**src/rtl/assert_macros.svh**
```systemverilog
// assertion macros included by tile_row_flipper
`ifndef ASSERT_MACROS_SVH
`define ASSERT_MACROS_SVH

// property must hold at every clock edge outside reset
`define TLRF_ASSERT_ALWAYS(lbl, clk, rst_n, prop, msg) \
  lbl: assert property (@(posedge clk) disable iff (!rst_n) (prop)) else $error(msg);

// antecedent implies consequent in the same cycle
`define TLRF_ASSERT_IMPL(lbl, clk, rst_n, ante, cons, msg) \
  lbl: assert property (@(posedge clk) disable iff (!rst_n) (ante) |-> (cons)) else $error(msg);

`endif

```
**src/rtl/tlrf_pkg.sv**
```systemverilog
// types, constants and the row mirror function for the tile row flipper
package tlrf_pkg;

  localparam int ROWS_PER_TILE = 8;
  localparam int ROW_W         = 32;
  localparam int PIX_W         = 4;
  localparam int NUM_PIX       = ROW_W / PIX_W;
  localparam int IDX_W         = $clog2(ROWS_PER_TILE);

  // tuser bit positions on the input side
  localparam int TUSER_HFLIP = 0;
  localparam int TUSER_VFLIP = 1;
  localparam int TUSER_W     = 2;

  typedef logic [ROW_W-1:0] row_t;
  typedef logic [IDX_W-1:0] row_idx_t;

  localparam row_idx_t LAST_IDX  = row_idx_t'(ROWS_PER_TILE - 1);
  localparam row_idx_t FIRST_RD  = row_idx_t'(ROWS_PER_TILE - 2);

  // reverse the pixel order of a row
  function automatic row_t mirror_row(row_t w);
    row_t r;
    r = '0;
    for (int k = 0; k < NUM_PIX; k++) begin
      r[PIX_W*(NUM_PIX-1-k) +: PIX_W] = w[PIX_W*k +: PIX_W];
    end
    return r;
  endfunction

endpackage

```
**src/rtl/tlrf_ram.sv**
```systemverilog
// generic single write port, single read port ram with registered read
module tlrf_ram #(
  parameter int WIDTH = 32,
  parameter int DEPTH = 8
) (
  input  logic                     clk,
  input  logic                     wr_en,
  input  logic [$clog2(DEPTH)-1:0] wr_addr,
  input  logic [WIDTH-1:0]         wr_data,
  input  logic                     rd_en,
  input  logic [$clog2(DEPTH)-1:0] rd_addr,
  output logic [WIDTH-1:0]         rd_data
);

  logic [WIDTH-1:0] mem [DEPTH];

  always_ff @(posedge clk) begin
    if (wr_en) begin
      mem[wr_addr] <= wr_data;
    end
    if (rd_en) begin
      rd_data <= mem[rd_addr];
    end
  end

endmodule

```
**src/rtl/tile_row_flipper.sv**
```systemverilog
// top level of the tile row flipper: 4bpp tile row mirror and row order reversal
//
// channel | dir | tdata              | tuser / tlast
// --------+-----+--------------------+-------------------------------------
// in_     | in  | [31:0] row_pixels  | tuser[0] flip_horizontal,
//         |     |                    | tuser[1] flip_vertical
// out_    | out | [31:0] row_out     | tlast = last_row
//
// a tile without vertical flip passes one beat per cycle while the output is
// not stalled, each row going out through the output register
// a vertically flipped tile takes its rows into the row buffer ram at one beat
// per cycle; the eighth row goes out at once and the other seven are read back
// from the registered ram read port in reverse order, one per cycle while the
// output takes them, with input held off until the last of them is loaded; the
// single ram read port paces the burst
// reset (rst_n low, synchronous) clears the state, row counter, flags, read pointer
// and handshake state only; the buffer is never cleared since every row is written before read
// output stalls back up through in_tready; the burst pauses with a read pending
module tile_row_flipper (
  input  logic                              clk,
  input  logic                              rst_n,
  // input row beats
  input  logic                              in_tvalid,
  output logic                              in_tready,
  input  logic [tlrf_pkg::ROW_W-1:0]        in_tdata,   // [31:0] row_pixels
  input  logic [tlrf_pkg::TUSER_W-1:0]      in_tuser,   // [0] flip_horizontal, [1] flip_vertical
  // output row beats
  output logic                              out_tvalid,
  input  logic                              out_tready,
  output logic [tlrf_pkg::ROW_W-1:0]        out_tdata,  // [31:0] row_out
  output logic                              out_tlast   // last_row
);

  `include "assert_macros.svh"

  // state codes
  localparam logic ST_PASS  = 1'b0;  // taking input beats
  localparam logic ST_BURST = 1'b1;  // replaying buffered rows in reverse

  logic                state_r, state_nxt;
  tlrf_pkg::row_idx_t  row_cnt_r, row_cnt_nxt;
  logic                held_h_r, held_h_nxt;
  logic                held_v_r, held_v_nxt;
  tlrf_pkg::row_idx_t  rd_idx_r, rd_idx_nxt;
  logic                reads_left_r, reads_left_nxt;
  logic                rd_pend_r, rd_pend_nxt;
  logic                pend_last_r, pend_last_nxt;
  logic                out_valid_r, out_valid_nxt;
  tlrf_pkg::row_t      out_data_r, out_data_nxt;
  logic                out_last_r, out_last_nxt;

  logic                out_free;
  logic                in_acc;
  logic                first_row;
  logic                last_row;
  logic                eff_h;
  logic                eff_v;
  tlrf_pkg::row_t      row_flip;
  logic                wr_en;
  logic                rd_en;
  logic                load_rd;
  tlrf_pkg::row_t      rd_data;

  // row buffer
  tlrf_ram #(
    .WIDTH (tlrf_pkg::ROW_W),
    .DEPTH (tlrf_pkg::ROWS_PER_TILE)
  ) u_row_buf (
    .clk     (clk),
    .wr_en   (wr_en),
    .wr_addr (row_cnt_r),
    .wr_data (row_flip),
    .rd_en   (rd_en),
    .rd_addr (rd_idx_r),
    .rd_data (rd_data)
  );

  // handshake and flag selection
  always_comb begin
    out_free  = !out_valid_r || out_tready;
    in_tready = (state_r == ST_PASS) && out_free;
    in_acc    = in_tvalid && in_tready;
    first_row = (row_cnt_r == '0);
    last_row  = (row_cnt_r == tlrf_pkg::LAST_IDX);
    // flags come straight from the beat on the first row, latched afterwards
    eff_h     = first_row ? in_tuser[tlrf_pkg::TUSER_HFLIP] : held_h_r;
    eff_v     = first_row ? in_tuser[tlrf_pkg::TUSER_VFLIP] : held_v_r;
    row_flip  = eff_h ? tlrf_pkg::mirror_row(in_tdata) : in_tdata;
    // the final row of a flipped tile goes out directly, the rest are stored
    wr_en     = in_acc && eff_v && !last_row;
    // read data sits in the ram output until the output register takes it
    load_rd   = (state_r == ST_BURST) && rd_pend_r && out_free;
    rd_en     = (state_r == ST_BURST) && reads_left_r && (!rd_pend_r || load_rd);
  end

  // next state
  always_comb begin
    state_nxt      = state_r;
    row_cnt_nxt    = row_cnt_r;
    held_h_nxt     = held_h_r;
    held_v_nxt     = held_v_r;
    rd_idx_nxt     = rd_idx_r;
    reads_left_nxt = reads_left_r;
    rd_pend_nxt    = rd_pend_r;
    pend_last_nxt  = pend_last_r;
    out_valid_nxt  = out_valid_r;
    out_data_nxt   = out_data_r;
    out_last_nxt   = out_last_r;

    if (out_valid_r && out_tready) begin
      out_valid_nxt = 1'b0;
    end

    if (in_acc) begin
      row_cnt_nxt = last_row ? '0 : row_cnt_r + 1'b1;
      if (first_row) begin
        held_h_nxt = in_tuser[tlrf_pkg::TUSER_HFLIP];
        held_v_nxt = in_tuser[tlrf_pkg::TUSER_VFLIP];
      end
      if (!eff_v || last_row) begin
        out_valid_nxt = 1'b1;
        out_data_nxt  = row_flip;
        out_last_nxt  = last_row && !eff_v;
      end
      if (eff_v && last_row) begin
        state_nxt      = ST_BURST;
        rd_idx_nxt     = tlrf_pkg::FIRST_RD;
        reads_left_nxt = 1'b1;
      end
    end

    if (load_rd) begin
      out_valid_nxt = 1'b1;
      out_data_nxt  = rd_data;
      out_last_nxt  = pend_last_r;
      rd_pend_nxt   = 1'b0;
      if (pend_last_r) begin
        state_nxt = ST_PASS;
      end
    end

    if (rd_en) begin
      rd_pend_nxt   = 1'b1;
      pend_last_nxt = (rd_idx_r == '0);
      if (rd_idx_r == '0) begin
        reads_left_nxt = 1'b0;
      end else begin
        rd_idx_nxt = rd_idx_r - 1'b1;
      end
    end
  end

  // control registers
  always_ff @(posedge clk) begin
    if (!rst_n) begin
      state_r      <= ST_PASS;
      row_cnt_r    <= '0;
      held_h_r     <= 1'b0;
      held_v_r     <= 1'b0;
      rd_idx_r     <= '0;
      reads_left_r <= 1'b0;
      rd_pend_r    <= 1'b0;
      pend_last_r  <= 1'b0;
      out_valid_r  <= 1'b0;
      out_last_r   <= 1'b0;
    end else begin
      state_r      <= state_nxt;
      row_cnt_r    <= row_cnt_nxt;
      held_h_r     <= held_h_nxt;
      held_v_r     <= held_v_nxt;
      rd_idx_r     <= rd_idx_nxt;
      reads_left_r <= reads_left_nxt;
      rd_pend_r    <= rd_pend_nxt;
      pend_last_r  <= pend_last_nxt;
      out_valid_r  <= out_valid_nxt;
      out_last_r   <= out_last_nxt;
    end
  end

  // payload register
  always_ff @(posedge clk) begin
    out_data_r <= out_data_nxt;
  end

  assign out_tvalid = out_valid_r;
  assign out_tdata  = out_data_r;
  assign out_tlast  = out_last_r;

  // checks
  `TLRF_ASSERT_ALWAYS(a_no_wr_during_rd, clk, rst_n, !(wr_en && rd_en),
                      "row buffer written and read in the same cycle")
  `TLRF_ASSERT_IMPL(a_last_at_tile_end, clk, rst_n, out_tvalid && out_tlast,
                    row_cnt_r == '0, "tile end shown while the row counter is mid tile")
  `TLRF_ASSERT_IMPL(a_pend_only_in_burst, clk, rst_n, rd_pend_r,
                    state_r == ST_BURST, "buffered row pending outside the burst")

endmodule
```
**config.mk**
```make
export PLATFORM = sky130hd
export DESIGN_NAME = tile_row_flipper
export DESIGN_NICKNAME = d
export VERILOG_FILES = /design/src/rtl/tlrf_pkg.sv /design/src/rtl/tlrf_ram.sv /design/src/rtl/tile_row_flipper.sv
export VERILOG_INCLUDE_DIRS = /design/src /design/src/rtl
export SDC_FILE = /design/constraint.sdc
export NUM_CORES = 1
export LEC_CHECK = 0
export ABC_AREA = 0
export BUFFER_PORTS_ARGS = -buffer_cell sky130_fd_sc_hd__buf_2
export CAP_MARGIN = 30
export CORE_MARGIN = 2
export CORE_UTILIZATION = 60
export DETAILED_ROUTE_END_ITERATION = 8
export PLACE_DENSITY = 0.75
export SLEW_MARGIN = 20
export SYNTH_ARGS = -nofsm -noshare
export SYNTH_HDL_FRONTEND = slang
export SYNTH_SLANG_ARGS = --single-unit
```
**constraint.sdc**
```tcl
create_clock -name clk -period 5.1 [get_ports clk]
set_input_delay 0.255 -clock clk [delete_from_list [all_inputs] [get_ports clk]]
set_output_delay 0.255 -clock clk [all_outputs]
set_load 0.03 [all_outputs]
```
After elaboration in Yosys (flattened, before gate mapping):

Memories as Yosys holds them, arrays and structs flattened. A register that Yosys moved wholly into a read port is not among the register bits.
Cells that the tools add are included.

* input bits: 38
* bits in writable memories: 256
* logic and storage cells: 70
* output and inout bits: 35
* register bits: 46
* memories kept: 1

Memories
* u_row_buf.mem: depth 8, bits a word 32, read ports 1, clocked after memory_dff 1, wr ports 1, line tlrf_ram.sv:15 `logic [WIDTH-1:0] mem [DEPTH];`

* $add $sub $neg: 2
* eq/ne operators: 1
* mux-type cells: 30
* reductions and logical operators: 24
* bitwise logic cells: 1

Operators with widths (count)
* $mux W32: 4
* $mux W1: 21
* $mux W3: 5
* $logic_and A1 B1 Y1: 11
* $logic_not A3 Y1: 2
* $reduce_bool A2 Y1: 3
* $logic_not A1 Y1: 4
* $add A3 B1 Y3 const B: 1
* $eq A3 B3 Y1 const B: 1
* $logic_or A1 B1 Y1: 3
* $sub A3 B1 Y3 const B: 1
* $reduce_and A2 Y1: 1
* $not A1 Y1: 1

Depth between registers and ports, before layout:

Gate-level depths: netlist of the first run.

* depth after elaboration: 8
* mapped depth: 7
* depth with buffers taken out: 6

Hierarchy:

Synthesis of the first run repeated with hierarchy kept, for this count alone.

* cell total of the unflattened synthesis: 600
* area total of the unflattened synthesis: 13330.3 µm²

By module, submodules not included
* tlrf_ram: cells an instance 415, area an instance 10786.6 µm², seq. area each 8648.3 µm², times used 1
* tile_row_flipper: cells an instance 185, area an instance 2543.7 µm², seq. area each 1241.2 µm², times used 1

Worst setup path before layout of the first run:

Ideal clock, no wire load.

* kind: register to register
* from: reg row_cnt_r[1]
* to: mem u_row_buf.mem[1][0] (enable)
* setup time: 461 ps
* clock period less this slack: 4105 ps
* setup slack: 995 ps
* data required time: 4639 ps
* cell stages (with the launch flop): 7
* data arrival time: 3644 ps
* buffers on the path: 0
* path through: dfxtp_1 -> inv_1 -> ha_1 -> nor2b_4 -> mux2i_1 -> or4_1 -> nor3_1

* cells in the longest elaborated chain, start to end: 6
* elaborated cells between the ends (all ways): 8
* classes of those cells: 1 x eq/ne; 3 x mux; 4 x reduce/logical

Ends and longest elaborated chain
* start: declaration: line tile_row_flipper.sv:41 `tlrf_pkg::row_idx_t row_cnt_r, row_cnt_nxt;`
* start signal: assignment: line tile_row_flipper.sv:168 `row_cnt_r <= row_cnt_nxt;`
* $logic_not A3 Y1: line tile_row_flipper.sv:83 `first_row = (row_cnt_r == '0);`
* $mux W1
* $logic_and A1 B1 Y1 (2 in series): line tile_row_flipper.sv:90 `wr_en = in_acc && eff_v && !last_row;`
* $mux W1: line tlrf_ram.sv:18 `if (wr_en) begin`
* $mux W1 (not written as such): line tlrf_ram.sv:19 `mem[wr_addr] <= wr_data;`
* end: declaration: line tlrf_ram.sv:15

Several ways; a longest one is shown, not always the timed one.

Worst setup path in the final report of the first run:

* from: reg row_cnt_r[1]
* to: reg out_data_r[0] (netlist: out_tdata[0]) (data pin)

* cells in the longest elaborated chain, start to end: 6

Ends and longest elaborated chain
* $logic_not A3 Y1: line tile_row_flipper.sv:83
* $mux W1
* $mux W32: line tile_row_flipper.sv:88 `row_flip = eff_h ? tlrf_pkg::mirror_row(in_tdata) : in_tdata;`
* net row_flip[0]: line tile_row_flipper.sv:58 `tlrf_pkg::row_t row_flip;`
* $mux W32: line tile_row_flipper.sv:120 `if (!eff_v || last_row) begin`
* $mux W32: line tile_row_flipper.sv:114 `if (in_acc) begin`
* $mux W32: line tile_row_flipper.sv:132 `if (load_rd) begin`
* net out_data_nxt[0]: line tile_row_flipper.sv:49 `tlrf_pkg::row_t out_data_r, out_data_nxt;`
* end signal: assignment: line tile_row_flipper.sv:182 `out_data_r <= out_data_nxt;`
* end: declaration: line tile_row_flipper.sv:49

The timed path passes the listed nets, and every way through them passes these cells. The select of a mux whose other input is x is not followed.
A chain may end at the register's enable or synchronous reset.

==> out/summary.txt, run 1 <==
Area grow syn2layout -> 14.3%
Mapped Nets -> 710
Die outline width -> 152 um
Hold-fix buffers, CTS -> 0
Cell depth of the worst hold path -> 2
Power Density -> 397 nW/um2
Fill cells -> 1338
CP required -> 5360 ps
Initial antenna violation count -> 0
CP delay by family, top -> multiplexers
Synthesized flop and latch total -> 334
Syn_area_per_cell -> 19.7 um2
Critical Path Start Type -> register
Area contributors post-synth -> edfxtp_1 73%, mux4_2 11%, mux2_4 3.3%
Layout cell share with drive strength beyond 1 -> 0.358
Num CTS Buffers -> 35
Vias in the first global route -> 6824
Cell count after synthesis -> 667
Fin Clk Skew -> 18.5 ps
R2R Path Start -> row_cnt_r[1]$_SDFFE_PN0N_
Slowest-stage cell, CP -> mux2i_4
WL per Instance -> 26.3 um
Worst min path class -> primary input to register
Arrival @ worst endpoint -> 3360 ps
DRC viols -> 0
CP max FO -> 20
Max Slew Vio Count -> 0
Slew @ Worst Pin -> 944 ps
Maxcap violations -> 0
CTS resizes -> 0
RR Endpoint -> out_tdata[0]$_DFFE_PP_
Critical path buffers and inverters -> 2
Crit path cell chain -> inv_1 > ha_1 > nor2b_4 > mux2i_4 > buf_4 > mux2_2 > mux2_2
Std-Cell Rows -> 54
TritonRoute pass-1 iters -> 5
Initial Util -> 0.607
Routed Antenna Nets -> 0
Final min period -> 3100 ps
Final wirelength -> 28.1 mm
RSZ-0062 raised after global routing -> no
Largest net degree at the start of global routing -> 48
Status -> finished, final reports clean
Leakage -> 5.14 nW
Total global-route track usage -> 0.244
Top FF cell, synth -> edfxtp_1
Slew headroom -> 0.371
Fin Setup TNS -> 0 ps
Crit end category -> register
Post-synth EDFFs -> 320
Post-synth top area cell -> edfxtp_1
Top-area cell type share of the netlist area -> 0.730
Hold EP -> rd_idx_r[1]$_SDFF_PN0_
Clock Pin Slew Worst Setup and Hold Paths -> 60 ps
Total gr overflow -> 0
Clock root buffer -> clkbuf_16
TritonCTS clock tree -> done
Number of top-level pins -> 73
F_max -> 323 MHz
Clock Latency Late Sink -> 510 ps
Final Hold Vio Count -> 0
CTS sink cnt -> 334
Async SR Flop Fraction -> 0
Post-CTS Setup Inserts -> 0
Distinct cells, synth -> 35
Port Buffer Count -> 72
Most frequent cells in the layout -> 320 x edfxtp_1, 110 x nand2_1, 72 x buf_2
Min-delay src -> rst_n
Placer Congestion -> 0.757
First-pass GRT wire length -> 41.8 mm
Vias -> 6618
NumNets Final -> 807
Detail Placement HPWL -> 15.1 mm
1st-iter DRT viols -> 788
H-tree depth -> 2
Most frequent cell on the critical path -> mux2_2
Core Area -> 21700 um2
Synth warnings -> 0
Final period util -> 0.607
Fin Hold WS -> 52.8 ps
Post-synthesis cell area -> 13200 um2
Final setup viols -> 0
Vias per cell -> 6.20
Post-synthesis sequential area ratio -> 0.752
Peak supply drop -> 0.000388 V
Most common cell after layout, fill and taps aside -> edfxtp_1
Antenna diodes -> 0
CP Class -> register to register
Slowest stage delay, CP -> 690 ps
Flop2flop setup slack -> 2000 ps
Worst r2r path cells -> 7
Maximum clock insertion buffer count -> 3
Die height -> 152 um
DIE AREA -> 23100 um2
-- final cells by class --
type | count | area, um2 | share of cell area
clock buffers | 42 | 945 | 0.0628
well taps | 280 | 350 | 0.0233
flip-flops and latches | 334 | 9890 | 0.658
clock inverters | 18 | 168 | 0.0112
multi-input cells | 295 | 3130 | 0.208
inverters | 8 | 30.0 | 0.00200
repair buffers | 90 | 515 | 0.0343
-- cells in the mapped netlist, drive strengths merged (3+ instances only) --
cell type	n
a21oi	6
buf	17
clkbuf	13
dfxtp	14
edfxtp	320
ha	5
inv	7
mux2	64
mux2i	3
mux4	64
nand2	110
nand3	4
nor2	11
nor2b	5
o21ai	3
-- where the power goes --
group / internal [mW] / total, mW / switching (mW) / leakage, nW
Sequential: 3.12 / 3.14 / 0.0198 / 3.01
Clock: 1.47 / 2.47 / 0.996 / 0.549
Combinational: 0.135 / 0.368 / 0.233 / 1.57
-- per-stage QoR --
| step | area, um2 | instances | total power, mW | util | setup WS (ps) |
|---|---|---|---|---|---|
| CTS | 15000 | 1066 | 6.01 | 0.692 | 2030 |
| global route | 15000 | 1067 | 6.14 | 0.693 | 1920 |
| detailed placement | 13900 | 1006 | 3.56 | 0.641 | 2040 |
| global placement | 13900 | 1006 | 3.54 | 0.641 | 2140 |
| finish | 15000 | 1067 | 5.97 | 0.693 | 2000 |
| floorplan | 13200 | 667 | 3.44 | - | 995 |
-- state kept, by name (all words and copies together) (netlist names), 3 cells and up --
signal,cells
u_row_buf.mem,256
out_tdata,32
u_row_buf.rd_data,32
row_cnt_r,3
rd_idx_r,3
-- metal layers --
metal / track usage / up-vias / part of all wire
li1: - / 2829 / -
met1: 0.346 / 3450 / 0.41
met5: 0 / - / 0
met3: 0.0408 / 50 / 0.071
met2: 0.401 / 289 / 0.50
met4: 0.0730 / 0 / 0.021
-- worst max-delay path by stage --
stage,from,endpoint,slack (ps),cells past startpoint
CTS,row_cnt_r[1]$_SDFFE_PN0N_,out_tdata[0]$_DFFE_PP_,2030,7
global placement,row_cnt_r[1]$_SDFFE_PN0N_,out_tdata[0]$_DFFE_PP_,2140,7
global route,row_cnt_r[1]$_SDFFE_PN0N_,out_tdata[0]$_DFFE_PP_,1920,7
finish,row_cnt_r[1]$_SDFFE_PN0N_,out_tdata[0]$_DFFE_PP_,2000,7
detailed placement,row_cnt_r[1]$_SDFFE_PN0N_,out_tdata[0]$_DFFE_PP_,2040,7
floorplan,row_cnt_r[1]$_SDFFE_PN0N_,u_row_buf.mem[1][0]$_DFFE_PP_,1000,6
-- logic make-up (layout without fill, tap and decap cells) --
kind of cell               count (synthesis)  in the layout  synth area share
and+or+nand+nor                          140            140            0.0438
adders and majority gates                  5              5           0.00475
buffers and inverters                     38            158            0.0134
AOI/OAI and AO/OA                         19             19            0.0106
muxes                                    131            131             0.176
DFF                                      334            334             0.752
(Power assumes the default switching activity.)
==> run 2: changes to the inputs <==
clock period = 3.2 ns   (was 5.1 ns; I/O delays follow)
==> run 2 against run 1 <==
Net effect:
- sequential share of layout area decreased by 0.26 points
- critical path depth unchanged
- non-clock buffer count increased by 2
- worst setup slack got worse by 1600 ps
- clock power increased by 58%
- critical path type unchanged
==> out/summary.txt, run 2 (synthesis gave the netlist of run 1 again) <==
Max reg flops -> 256 (unchanged)
Initial antenna violation count -> 0 (unchanged)
DIE AREA -> 23100 um2 (unchanged)
DRC viols -> 0 (unchanged)
Fin Setup TNS -> 0 ps (unchanged)
Antenna diodes -> 0 (unchanged)
Std-Cell Rows -> 54 (unchanged)
Top reg by flops -> u_row_buf.mem
Post-CTS Setup Inserts -> 0 (unchanged)
Maxcap violations -> 0 (unchanged)
CTS sink cnt -> 334 (unchanged)
Crit end category -> register
Final period util -> 0.868 (+0.261)
Vias per cell -> 6.07 (-2.2%)
Routed Antenna Nets -> 0 (unchanged)
Slew @ Worst Pin -> 832 ps (-111 ps)
RSZ-0062 raised after global routing -> no
Arrival @ worst endpoint -> 2910 ps (-450 ps)
Total gr overflow -> 0 (unchanged)
Initial Util -> 0.607 (unchanged)
Clock root buffer -> clkbuf_16
Maximum clock insertion buffer count -> 3 (unchanged)
Clock Pin Slew Worst Setup and Hold Paths -> 60 ps (about the same)
Met2 Wirelength -> 13.2 mm (-6.4%)
Placer Congestion -> 0.803 (+6.1%)
Worst setup slack after placement -> 525 ps (-1510 ps)
Post-route insts no fill -> 1071 (+0.37%)
Layout cell share with drive strength beyond 1 -> 0.357 (-0.00181)
Final setup viols -> 0 (unchanged)
Fill cells -> 1312 (-1.9%)
H-tree depth -> 2 (unchanged)
WL per Instance -> 24.5 um (-6.8%)
CP Class -> register to register
Slowest-stage cell, CP -> or4_1
CP max FO -> 32 (+60%)
Peak supply drop -> 0.000461 V (+19%)
Final setup margin -> 422 ps (-1580 ps)
Die height -> 152 um (unchanged)
Clock Latency Late Sink -> 510 ps (about the same)
Final min period -> 2780 ps (-320 ps)
Most frequent cells in the layout -> 320 x edfxtp_1, 110 x nand2_1, 72 x buf_2
WL met1 -> 11.3 mm (-0.60%)
CP required -> 3340 ps (-2020 ps)
Most common cell after layout, fill and taps aside -> edfxtp_1
Fin Clk Skew -> 17.6 ps (-0.962 ps)
TritonRoute pass-1 iters -> 5 (unchanged)
CTS resizes -> 0 (unchanged)
TritonCTS clock tree -> done
Largest net degree at the start of global routing -> 67 (+40%)
Post-Route Utilization -> 0.696 (+0.00271)
F_max -> 360 MHz (+12%)
1st-iter DRT viols -> 575 (-27%)
Fin Hold WS -> 50.4 ps (-2.38 ps)
NumNets Final -> 809 (+0.25%)
Area grow syn2layout -> 14.7%
Placed insts -> 1008 (+0.20%)
Die outline width -> 152 um (unchanged)
Vias -> 6497 (-1.8%)
Max Slew Vio Count -> 0 (unchanged)
Slowest stage delay, CP -> 570 ps (-120 ps)
Leakage -> 5.14 nW (+0.15%)
Worst min path class -> primary input to register
Total global-route track usage -> 0.230 (-0.0140)
Num CTS Buffers -> 35 (unchanged)
Status -> finished, final reports clean
Port Buffer Count -> 72 (unchanged)
Slew headroom -> 0.444 (+0.0731)
Detail Placement HPWL -> 14.7 mm (-3.1%)
Met3 wire length -> 1.23 mm (-38%)
Power Density -> 629 nW/um2 (+58%)
Final Hold Vio Count -> 0 (unchanged)
Final wirelength -> 26.3 mm (-6.4%)
Number of top-level pins -> 73 (unchanged)
Vias in the first global route -> 6800 (-0.35%)
Critical Path Start Type -> register
First-pass GRT wire length -> 40.4 mm (-3.3%)
Flop2flop setup slack -> 420 ps (-1580 ps)
Crit path cell chain -> inv_1 > ha_1 > nor2b_4 > mux2i_1 > or4_1 > nor2_2 > buf_4
Highest metal used -> met4
Core Area -> 21700 um2 (unchanged)
==> run 2: changes by cell type in the layout (fill, tap and decap cells not counted), moves of 2 or more <==
cell	previous run	this run
clkinv_1	8	10
buf_4	17	14
clkinv_2	7	4
buf_12	0	5
==> run 2: layout make-up <==
| cell class | count | area [um2] | area share |
|---|---|---|---|
| flip-flops and latches | 334 | 9890 | 0.656 |
| clock inverters | 20 | 188 | 0.0124 |
| repair buffers | 92 | 576 | 0.0381 |
| clock buffers | 42 | 923 | 0.0612 |
| multi-input cells | 295 | 3130 | 0.208 |
| inverters | 8 | 30.0 | 0.00199 |
| well taps | 280 | 350 | 0.0232 |
==> run 2: worst paths after layout <==
kind	start	end	cells past startpoint
worst min register to register	reads_left_r$_SDFF_PN0_	reads_left_r$_SDFF_PN0_	1
worst min-delay path	in_tdata[19]	u_row_buf.mem[4][15]$_DFFE_PP_	2
worst max register to register	row_cnt_r[1]$_SDFFE_PN0N_	u_row_buf.mem[6][8]$_DFFE_PP_	7
worst max-delay path	row_cnt_r[1]$_SDFFE_PN0N_	u_row_buf.mem[6][8]$_DFFE_PP_	7
==> run 2: layer usage <==
| metal | global-route usage | vias to the layer above |
|---|---|---|
| met5 | 0 | - |
| met4 | 0.0619 | 0 |
| met3 | 0.0362 | 41 |
| met2 | 0.383 | 215 |
| met1 | 0.326 | 3400 |
| li1 | - | 2841 |
==> run 2: metrics by stage <==
step	total power, mW	instance area (um2)
finish	9.49	15100
global placement	5.64	14000
global route	9.78	15100
floorplan	5.48	13200
CTS	9.55	15100
detailed placement	5.67	14000
==> run 2: timing repair <==
action | 4_1_cts | 5_1_grt
endpoints found under the hold margin | 6 | 0
setup endpoints to repair | 0 | 0
hold buffers | 1 | 0
==> run 2: critical path, delay by kind of cell (launching register included) <==
family	cells	cell delay [ps]
buffers and inverters	2	590
multiplexers	1	210
AND/OR/NAND/NOR	3	880
flip-flops	1	500
adder cells (fa/ha/maj)	1	200
==> run 2: report_power, final <==
part	total, mW	switching, mW	internal (mW)
registers	5.00	0.0306	4.97
logic	0.588	0.371	0.217
clock network	3.90	1.59	2.31
total	9.49	1.99	7.49
